$ cat config.mk
export PLATFORM = sky130hd
export DESIGN_NAME = counter_priority_task_scheduler
export DESIGN_NICKNAME = d
export VERILOG_FILES = /design/src/rtl/cpts_pkg.sv /design/src/rtl/cpts_cell.sv /design/src/rtl/cpts_ctrl.sv /design/src/rtl/counter_priority_task_scheduler.sv
export SDC_FILE = /design/constraint.sdc
export NUM_CORES = 2
export LEC_CHECK = 0
export ABC_AREA = 0
export BUFFER_PORTS_ARGS = -buffer_cell sky130_fd_sc_hd__buf_2
export CAP_MARGIN = 20
export CORE_ASPECT_RATIO = 1.2
export CORE_UTILIZATION = 30
export CTS_BUF_LIST = sky130_fd_sc_hd__clkbuf_16
export CTS_CLUSTER_SIZE = 24
export DETAILED_ROUTE_END_ITERATION = 8
export GPL_TIMING_DRIVEN = 0
export HOLD_SLACK_MARGIN = 0.02
export PLACE_DENSITY = 0.47
export SYNTH_ARGS = -nofsm -noshare
export SYNTH_HDL_FRONTEND = slang
export SYNTH_SLANG_ARGS = --single-unit
$ cat constraint.sdc
create_clock -name clk -period 7.3 [get_ports clk]
set_input_delay 0.73 -clock clk [delete_from_list [all_inputs] [get_ports clk]]
set_output_delay 0.73 -clock clk [all_outputs]
set_load 0.02 [all_outputs]
$ cat src/rtl/cpts_pkg.sv
// Shared types and constants of the counter priority task scheduler.
package cpts_pkg;

	localparam int CNT_W  = 10;
	localparam int PRIO_W = 8;
	localparam int TST_W  = 2;
	localparam int KIND_W = 2;
	localparam int TID_W  = 4;

	localparam logic [CNT_W-1:0]  CNT_MAX    = 10'd1023;
	localparam logic [TST_W-1:0]  ST_RUNNING = 2'd0;
	localparam logic [TST_W-1:0]  ST_ZOMBIE  = 2'd2;
	localparam logic [PRIO_W-1:0] PRIO_IDLE  = 8'd1;

	typedef enum logic [KIND_W-1:0] {
		KIND_TICK  = 2'd0,
		KIND_YIELD = 2'd1,
		KIND_ADD   = 2'd2,
		KIND_EXIT  = 2'd3
	} kind_t;

	typedef enum logic [2:0] {
		OP_NONE,
		OP_TICK,
		OP_ZERO,
		OP_ADD,
		OP_CHARGE
	} cell_op_t;

	typedef struct packed {
		cell_op_t          op;
		logic              kill;
		logic [PRIO_W-1:0] prio;
		logic [CNT_W-1:0]  cnt;
	} cell_cmd_t;

	typedef enum logic [1:0] {
		SEQ_IDLE,
		SEQ_SCAN,
		SEQ_FINISH
	} seq_state_t;

endpackage

$ cat src/rtl/cpts_cell.sv
// One task slot: counter, priority and state, plus one registered stage of the pick chain.
module cpts_cell #(
	parameter int MAX_TASKS = 16,
	parameter int IDX       = 0
) (
	input  logic                            clk,
	input  logic                            arst_n,
	input  cpts_pkg::cell_cmd_t             cmd,
	input  logic [$clog2(MAX_TASKS)-1:0]    cur_idx,
	input  logic [$clog2(MAX_TASKS)-1:0]    tgt_idx,
	input  logic                            sc_any_in,
	input  logic [cpts_pkg::CNT_W-1:0]      sc_cnt_in,
	input  logic [$clog2(MAX_TASKS)-1:0]    sc_idx_in,
	output logic                            sc_any_out,
	output logic [cpts_pkg::CNT_W-1:0]      sc_cnt_out,
	output logic [$clog2(MAX_TASKS)-1:0]    sc_idx_out,
	output logic                            low
);
	import cpts_pkg::*;

	localparam int IW = $clog2(MAX_TASKS);
	localparam logic [IW-1:0] MY_IDX = IW'(IDX);

	logic              used_q;
	logic [CNT_W-1:0]  cnt_q;
	logic [PRIO_W-1:0] prio_q;
	logic [TST_W-1:0]  tst_q;
	logic              sc_any_q;
	logic [CNT_W-1:0]  sc_cnt_q;
	logic [IW-1:0]     sc_idx_q;

	logic              is_cur;
	logic              is_tgt;
	logic [CNT_W:0]    charge_sum;
	logic [CNT_W-1:0]  charge_val;
	logic              take;

	assign is_cur     = (cur_idx == MY_IDX);
	assign is_tgt     = (tgt_idx == MY_IDX);
	assign charge_sum = {2'b00, cnt_q[CNT_W-1:1]} + {{(CNT_W+1-PRIO_W){1'b0}}, prio_q};
	assign charge_val = charge_sum[CNT_W] ? CNT_MAX : charge_sum[CNT_W-1:0];
	assign low        = is_cur && (cnt_q <= CNT_W'(1));
	assign take       = used_q && (tst_q == ST_RUNNING) && (!sc_any_in || (cnt_q > sc_cnt_in));

	always_ff @(posedge clk or negedge arst_n) begin
		if (!arst_n) begin
			used_q <= (IDX == 0);
			cnt_q  <= '0;
			prio_q <= (IDX == 0) ? PRIO_IDLE : '0;
			tst_q  <= ST_RUNNING;
		end else begin
			unique case (cmd.op)
				OP_TICK: begin
					if (is_cur && cnt_q != '0)
						cnt_q <= cnt_q - CNT_W'(1);
				end
				OP_ZERO: begin
					if (is_cur)
						cnt_q <= '0;
					if (cmd.kill && is_tgt)
						tst_q <= ST_ZOMBIE;
				end
				OP_ADD: begin
					if (is_tgt) begin
						used_q <= 1'b1;
						cnt_q  <= cmd.cnt;
						prio_q <= (cmd.prio == '0) ? PRIO_IDLE : cmd.prio;
						tst_q  <= ST_RUNNING;
					end
				end
				OP_CHARGE: begin
					if (used_q)
						cnt_q <= charge_val;
				end
				default: begin
				end
			endcase
		end
	end

	always_ff @(posedge clk or negedge arst_n) begin
		if (!arst_n) begin
			sc_any_q <= 1'b0;
		end else begin
			sc_any_q <= sc_any_in || take;
		end
	end

	always_ff @(posedge clk) begin
		sc_cnt_q <= take ? cnt_q : sc_cnt_in;
		sc_idx_q <= take ? MY_IDX : sc_idx_in;
	end

	assign sc_any_out = sc_any_q;
	assign sc_cnt_out = sc_cnt_q;
	assign sc_idx_out = sc_idx_q;

endmodule

$ cat src/rtl/cpts_ctrl.sv
// Request sequencer: decodes requests, runs the pick and recharge passes, holds the result.
module cpts_ctrl #(
	parameter int MAX_TASKS = 16
) (
	input  logic                                clk,
	input  logic                                arst_n,
	input  logic                                in_valid,
	output logic                                in_stall,
	input  logic [cpts_pkg::KIND_W-1:0]         kind,
	input  logic [cpts_pkg::TID_W-1:0]          task_id,
	input  logic [cpts_pkg::PRIO_W-1:0]         new_priority,
	input  logic [cpts_pkg::CNT_W-1:0]          start_counter,
	output logic                                out_valid,
	input  logic                                out_stall,
	output logic [cpts_pkg::TID_W-1:0]          current_task,
	output logic                                switched,
	output logic [cpts_pkg::TID_W-1:0]          assigned_id,
	output logic                                status,
	output cpts_pkg::cell_cmd_t                 cmd,
	output logic [$clog2(MAX_TASKS)-1:0]        cur_idx,
	output logic [$clog2(MAX_TASKS)-1:0]        tgt_idx,
	input  logic                                low,
	input  logic                                sc_any,
	input  logic [cpts_pkg::CNT_W-1:0]          sc_cnt,
	input  logic [$clog2(MAX_TASKS)-1:0]        sc_idx
);
	import cpts_pkg::*;

	localparam int IW = $clog2(MAX_TASKS);
	localparam int CW = $clog2(MAX_TASKS + 1);
	localparam int XW = (CW > TID_W) ? CW : TID_W;
	localparam logic [CW-1:0] FULL = CW'(MAX_TASKS);

	seq_state_t state_q, state_d;
	logic [CW-1:0]    count_q;
	logic [CW-1:0]    scan_q;
	logic             pass_q;
	logic [IW-1:0]    running_q;
	logic [IW-1:0]    prev_q;
	logic [TID_W-1:0] assigned_q;
	logic             status_q;
	logic             out_valid_q;
	logic [TID_W-1:0] cur_task_q;
	logic             switched_q;
	logic [TID_W-1:0] out_assigned_q;
	logic             out_status_q;

	kind_t kind_k;
	logic  accept;
	logic  full;
	logic  tid_ok;
	logic  scan_done;
	logic  need_charge;
	logic  out_load;

	assign kind_k      = kind_t'(kind);
	assign accept      = in_valid && (state_q == SEQ_IDLE);
	assign full        = (count_q == FULL);
	assign tid_ok      = XW'(task_id) < XW'(count_q);
	assign scan_done   = (state_q == SEQ_SCAN) && (scan_q == CW'(MAX_TASKS));
	assign need_charge = scan_done && sc_any && (sc_cnt == '0) && !pass_q;
	assign out_load    = (state_q == SEQ_FINISH) && (!out_valid_q || !out_stall);
	assign in_stall    = (state_q != SEQ_IDLE);

	// next state
	always_comb begin
		state_d = state_q;
		unique case (state_q)
			SEQ_IDLE: begin
				if (accept) begin
					unique case (kind_k)
						KIND_TICK:  state_d = low ? SEQ_SCAN : SEQ_FINISH;
						KIND_YIELD: state_d = SEQ_SCAN;
						KIND_ADD:   state_d = SEQ_FINISH;
						KIND_EXIT:  state_d = SEQ_SCAN;
						default:    state_d = SEQ_FINISH;
					endcase
				end
			end
			SEQ_SCAN: begin
				if (scan_done && !need_charge)
					state_d = SEQ_FINISH;
			end
			SEQ_FINISH: begin
				if (out_load)
					state_d = SEQ_IDLE;
			end
			default: state_d = SEQ_IDLE;
		endcase
	end

	// commands to the cell row
	always_comb begin
		cmd.op   = OP_NONE;
		cmd.kill = 1'b0;
		cmd.prio = new_priority;
		cmd.cnt  = start_counter;
		cur_idx  = running_q;
		tgt_idx  = (kind_k == KIND_ADD) ? IW'(count_q) : IW'(task_id);
		if (accept) begin
			unique case (kind_k)
				KIND_TICK:  cmd.op = OP_TICK;
				KIND_YIELD: cmd.op = OP_ZERO;
				KIND_ADD:   cmd.op = full ? OP_NONE : OP_ADD;
				KIND_EXIT: begin
					cmd.op   = OP_ZERO;
					cmd.kill = tid_ok;
				end
				default:    cmd.op = OP_NONE;
			endcase
		end else if (need_charge) begin
			cmd.op = OP_CHARGE;
		end
	end

	always_ff @(posedge clk or negedge arst_n) begin
		if (!arst_n) begin
			state_q     <= SEQ_IDLE;
			count_q     <= CW'(1);
			scan_q      <= '0;
			pass_q      <= 1'b0;
			running_q   <= '0;
			prev_q      <= '0;
			assigned_q  <= '0;
			status_q    <= 1'b0;
			out_valid_q <= 1'b0;
		end else begin
			state_q <= state_d;
			if (accept) begin
				prev_q     <= running_q;
				scan_q     <= '0;
				pass_q     <= 1'b0;
				assigned_q <= '0;
				status_q   <= 1'b0;
				if (kind_k == KIND_ADD) begin
					if (full) begin
						status_q <= 1'b1;
					end else begin
						assigned_q <= TID_W'(count_q);
						count_q    <= count_q + CW'(1);
					end
				end
			end else if (state_q == SEQ_SCAN) begin
				if (need_charge) begin
					scan_q <= '0;
					pass_q <= 1'b1;
				end else if (scan_done) begin
					running_q <= sc_any ? sc_idx : '0;
				end else begin
					scan_q <= scan_q + CW'(1);
				end
			end
			if (out_load)
				out_valid_q <= 1'b1;
			else if (!out_stall)
				out_valid_q <= 1'b0;
		end
	end

	always_ff @(posedge clk) begin
		if (out_load) begin
			cur_task_q     <= TID_W'(running_q);
			switched_q     <= (running_q != prev_q);
			out_assigned_q <= assigned_q;
			out_status_q   <= status_q;
		end
	end

	assign out_valid    = out_valid_q;
	assign current_task = cur_task_q;
	assign switched     = switched_q;
	assign assigned_id  = out_assigned_q;
	assign status       = out_status_q;

`ifndef SYNTHESIS
	a_scan_bound: assert property (@(posedge clk) disable iff (!arst_n)
		(state_q == SEQ_SCAN) |-> (scan_q <= CW'(MAX_TASKS)))
		else $error("pick pass ran past the end of the chain");
	a_count_range: assert property (@(posedge clk) disable iff (!arst_n)
		(count_q != '0) && (count_q <= FULL))
		else $error("task count out of range");
	a_full_add: assert property (@(posedge clk) disable iff (!arst_n)
		(accept && kind_k == KIND_ADD && full) |=> ($stable(count_q) && status_q))
		else $error("refused add changed the table");
	a_finish: assert property (@(posedge clk) disable iff (!arst_n)
		out_load |=> (out_valid && state_q == SEQ_IDLE))
		else $error("finished request did not reach the output");
`endif

endmodule

$ cat src/rtl/counter_priority_task_scheduler.sv
// Counter priority task scheduler: sequencer plus a row of task cells forming the pick chain.
// Tick without expiry and add go straight from decode to the finish state; yield, exit and
// an expiring tick first run a pick pass, followed by a recharge and a second pick pass when
// the best counter is zero. The pick walks the cell chain one cell per cycle.
// One request at a time; a finished result waits in the output register while the next is taken.
// Reset: asynchronous, leaves only the idle task in slot 0, current task 0.
module counter_priority_task_scheduler #(
	parameter int MAX_TASKS = 16
) (
	input  logic                         clk,
	input  logic                         arst_n,
	input  logic                         in_valid,
	output logic                         in_stall,
	input  logic [cpts_pkg::KIND_W-1:0]  kind,
	input  logic [cpts_pkg::TID_W-1:0]   task_id,
	input  logic [cpts_pkg::PRIO_W-1:0]  new_priority,
	input  logic [cpts_pkg::CNT_W-1:0]   start_counter,
	output logic                         out_valid,
	input  logic                         out_stall,
	output logic [cpts_pkg::TID_W-1:0]   current_task,
	output logic                         switched,
	output logic [cpts_pkg::TID_W-1:0]   assigned_id,
	output logic                         status
);
	import cpts_pkg::*;

	localparam int IW = $clog2(MAX_TASKS);

	cell_cmd_t        cmd;
	logic [IW-1:0]    cur_idx;
	logic [IW-1:0]    tgt_idx;
	logic             ch_any [MAX_TASKS+1];
	logic [CNT_W-1:0] ch_cnt [MAX_TASKS+1];
	logic [IW-1:0]    ch_idx [MAX_TASKS+1];
	logic [MAX_TASKS-1:0] low_vec;

	assign ch_any[0] = 1'b0;
	assign ch_cnt[0] = '0;
	assign ch_idx[0] = '0;

	for (genvar i = 0; i < MAX_TASKS; i++) begin : g_cell
		cpts_cell #(
			.MAX_TASKS(MAX_TASKS),
			.IDX      (i)
		) u_cell (
			.clk       (clk),
			.arst_n    (arst_n),
			.cmd       (cmd),
			.cur_idx   (cur_idx),
			.tgt_idx   (tgt_idx),
			.sc_any_in (ch_any[i]),
			.sc_cnt_in (ch_cnt[i]),
			.sc_idx_in (ch_idx[i]),
			.sc_any_out(ch_any[i+1]),
			.sc_cnt_out(ch_cnt[i+1]),
			.sc_idx_out(ch_idx[i+1]),
			.low       (low_vec[i])
		);
	end

	cpts_ctrl #(
		.MAX_TASKS(MAX_TASKS)
	) u_ctrl (
		.clk          (clk),
		.arst_n       (arst_n),
		.in_valid     (in_valid),
		.in_stall     (in_stall),
		.kind         (kind),
		.task_id      (task_id),
		.new_priority (new_priority),
		.start_counter(start_counter),
		.out_valid    (out_valid),
		.out_stall    (out_stall),
		.current_task (current_task),
		.switched     (switched),
		.assigned_id  (assigned_id),
		.status       (status),
		.cmd          (cmd),
		.cur_idx      (cur_idx),
		.tgt_idx      (tgt_idx),
		.low          (|low_vec),
		.sc_any       (ch_any[MAX_TASKS]),
		.sc_cnt       (ch_cnt[MAX_TASKS]),
		.sc_idx       (ch_idx[MAX_TASKS])
	);

endmodule

==> results.py <==
metrics = {
    "run_status": {
        "status": "complete, no violations",
    },
    "synth": {
        "synth_area_sq_mm": 0.0345,
        "syn_nets": 4031,
        "synth_top_flop_cell": "dfrtp_1",
        "synth-seq-cells": 581,
        "synth_top_cell_area_share_pct": 26.1,
        "synth_warnings": 0,
        "ys_types": 91,
        "synth-async-reset-ratio_pct": 62.3,
        "synthCells": 3670,
        "synth_edf_count": 10,
        "synthTopCellsByArea": "dfrtp_1, dfxtp_1, ha_1",
        "yosysSeqAreaShare_pct": 39.3,
        "syn_area_per_cell_sq_um": 9.39,
        "synth_top_area_cell": "dfrtp_1",
    },
    "power": {
        "powerDensity_mw_per_mm2": 436,
        "power_mw": 17.2,
        "irDropWorstVdd_v": 0.000193,
        "p_leak_nw": 17.4,
    },
    "clock_tree": {
        "clock-sinks": 581,
        "clk_latency_ns": 0.67,
        "cts_made_buffers": 68,
        "cts_max_path_buffers": 3,
        "clock-root-buffer": "clkbuf_16",
        "clk_pin_slew_ns": 0.06,
        "cts_tree": "done",
        "cts_setup_buffers": 0,
        "ctsHoldBuffers": 0,
        "ctsHtreeMaxLevel": 3,
        "cts-resized-gates": 0,
    },
    "worst_setup_path": {
        "cp.arrival_ns": 5.03,
        "path_cells": "nor3b_1, clkbuf_1, o2bb2ai_1, a21oi_1, clkbuf_1, buf_8, a21oi_2, a21oi_1, o32a_1",
        "path_delay_family": "compound AO/OA/AOI/OAI gates",
        "worst_setup_path_end_kind": "flip-flop",
        "worst-path-buf-inv": 3,
        "worstSetupStartpointType": "flip-flop",
        "crit_fanout": 10,
        "max_stage_delay_ns": 0.72,
        "critPathKind": "reg -> reg",
        "worstPathRequired_ns": 7.83,
        "slowest_stage": "a21oi_2",
    },
    "timing": {
        "fin_crit_sh_pct": 61.7,
        "setup_violations": 0,
        "grt_setup_unrepaired": "no",
        "period_minus_slack_ns": 4.50,
        "tightest_slew_ns": 1.27,
        "fmax_mhz": 222,
        "slew_viol_final": 0,
        "maxSlewHeadroom_pct": 15.7,
        "fin_worst_skew_ns": 0.0295,
        "hold_viol_final": 0,
    },
    "die": {
        "die_area_sq_mm": 0.116,
        "num_rows": 135,
        "pin_count": 40,
        "initial_core_util_pct": 30.4,
        "die_w_microns": 311,
        "die_h_microns": 373,
        "coreArea_sq_mm": 0.113,
    },
    "finish": {
        "syn2layout_area_growth_pct": 14.6,
        "stdcell_count": 5389,
        "utilization_pct": 34.9,
        "nNetsFinal": 4183,
        "drive_gt1_share_pct": 13.9,
    },
    "grt": {
        "grt_max_degree": 93,
        "grt_pass1_vias": 29497,
        "grt_pass1_wl_microns": 212000,
        "antenna_found_initial": 9,
        "grt_overflow": 0,
        "track_usage_pct": 25.2,
    },
    "placement": {
        "portBuffers": 39,
        "post-place-cells": 5257,
        "gp_congestion": 0.980,
        "hpwl_microns": 113000,
    },
    "detailed_routing": {
        "antenna_left": 0,
        "via_per_inst": 5.60,
        "wl_per_cell_microns": 27.7,
        "drc": 0,
        "first_pass_iters": 5,
        "drt_iter0_drc": 2947,
        "vias": 30201,
        "wirelength_microns": 149000,
    },
    "job": {
        "maxCapViolCount": 0,
    },
    "worst_hold_path": {
        "hold_path.class": "in -> async",
    },
}
==> placed cells by master (no fill, tap or decap), types with 18 or more instances in the layout <==
master / instances
dfrtp_1: 360
nor2_1: 347
ha_1: 317
o21ai_0: 303
a21oi_1: 260
inv_1: 242
mux2_2: 240
dfxtp_1: 209
nand2_1: 163
nor3_1: 121
clkbuf_1: 87
buf_2: 81
clkbuf_16: 75
nor2b_1: 64
a211oi_1: 56
xor2_1: 55
xnor2_1: 54
nand2b_1: 52
nand3_1: 48
or2_2: 43
nand4_1: 41
a31oi_1: 37
a21o_1: 36
buf_8: 34
nor4_1: 32
o21a_1: 29
mux2i_1: 28
o311ai_0: 27
or3_1: 27
o211ai_1: 26
o31ai_1: 26
a2111oi_0: 22
a221oi_1: 21
and2_1: 18
==> sequential cells by signal, indices dropped and copies added, names as in the netlist, 2 cells and up <==
register                  cells
g_cell.u_cell.sc_cnt_out    160
g_cell.u_cell.tst_q          16
g_cell.u_cell.cnt_q         160
u_ctrl.assigned_id            4
u_ctrl.count_q                5
g_cell.u_cell.sc_idx_out     49
u_ctrl.assigned_q             4
u_ctrl.scan_q                 5
g_cell.u_cell.prio_q        128
u_ctrl.cur_idx                4
u_ctrl.state_q                2
u_ctrl.current_task           4
u_ctrl.prev_q                 4
g_cell.u_cell.used_q         15
g_cell.u_cell.sc_any_out     16
==> cell usage after synthesis, types with 8 or more instances <==
cell	count
a2111oi_0	22
a211oi_1	56
a21o_1	36
a21oi_1	263
a221oi_1	21
a22o_1	8
a31oi_1	37
and2_1	18
and3_1	12
buf_2	43
clkbuf_1	96
dfrtp_1	360
dfxtp_1	209
edfxtp_1	10
fa_1	16
ha_1	317
inv_1	225
mux2_2	240
mux2i_1	28
nand2_1	163
nand2b_1	52
nand3_1	48
nand4_1	41
nor2_1	347
nor2b_1	64
nor3_1	122
nor4_1	32
nor4b_1	11
nor4bb_1	10
o2111ai_1	11
o211ai_1	26
o21a_1	29
o21ai_0	303
o21bai_1	11
o22ai_1	17
o311ai_0	27
o31ai_1	26
o41ai_1	8
or2_2	43
or3_1	27
or4_1	12
xnor2_1	54
xor2_1	55
==> layer usage <==
layer	GRT usage, %	wire length, microns	up-vias	share of wire, %
met5	0	12	-	0.0080
met2	40.5	68100	1353	46
met3	4.65	10900	452	7.3
met1	30.2	58700	14731	39
met4	18.2	11600	2	7.7
li1	-	-	13663	-
==> area by class of cell <==
| cell class | count | area (sq um) |
|---|---|---|
| Fill cell | 11590 | 73800 |
| Multi-Input combinational cell | 2716 | 19500 |
| Sequential cell | 581 | 13500 |
| Tap cell | 1507 | 1890 |
| Clock buffer | 75 | 1880 |
| Timing Repair Buffer | 82 | 907 |
| Inverter | 227 | 852 |
| Buffer | 146 | 628 |
| Clock inverter | 49 | 338 |
| Antenna cell | 6 | 15.0 |
==> cell families (layout without fill, tap and decap cells) <==
logic type	Yosys count	count (layout)	share of synthesized area (%)
muxes	269	269	8.68
adders and majority gates	333	333	12.4
DFF	581	581	39.3
other	0	6	0
xor gates and xnor gates	109	109	2.77
buffers and inverters	373	579	4.26
and+or+nand+nor	1032	1032	14.9
AOI/OAI and AO/OA	973	973	17.7
==> path summary, 6_finish.rpt <==
kind / cells after the start / slack [ns] / from / endpoint
setup / recovery: 9 / 2.80 / u_ctrl.state_q[1] / g_cell[10].u_cell.cnt_q[5]
hold / removal: 1 / 0.02 / arst_n / g_cell[2].u_cell.prio_q[0]
setup reg to reg: 9 / 2.80 / u_ctrl.state_q[1] / g_cell[10].u_cell.cnt_q[5]
hold reg to reg: 1 / 0.42 / g_cell[13].u_cell.sc_idx_out[2] / g_cell[14].u_cell.sc_idx_out[2]
max in group asynchronous: 4 / 5.54 / arst_n / g_cell[9].u_cell.sc_any_out
min in group clk: 3 / 0.35 / out_stall / u_ctrl.out_valid
==> where the power goes <==
part | switching (mW) | leakage (nW) | internal [mW]
clock | 1.51 | 1.16 | 1.99
sequential | 1.57 | 6.48 | 4.45
combinational | 4.48 | 9.77 | 3.23
==> stage by stage <==
| step | worst slack [ns] | TNS (ns) | hold slack, ns | instance area (sq um) |
|---|---|---|---|---|
| after floorplan | 4.63 | 0 | 0.386 | 34500 |
| after global placement | -2.82 | -980.80 | 0.406 | 36600 |
| after detailed placement | 2.47 | 0 | 0.410 | 37300 |
| after CTS | 2.89 | 0 | 0.0509 | 39500 |
| after global routing | 2.76 | 0 | 0.0751 | 39500 |
| final | 2.80 | 0 | 0.0164 | 39500 |
Power figures use the tool's default switching activity.
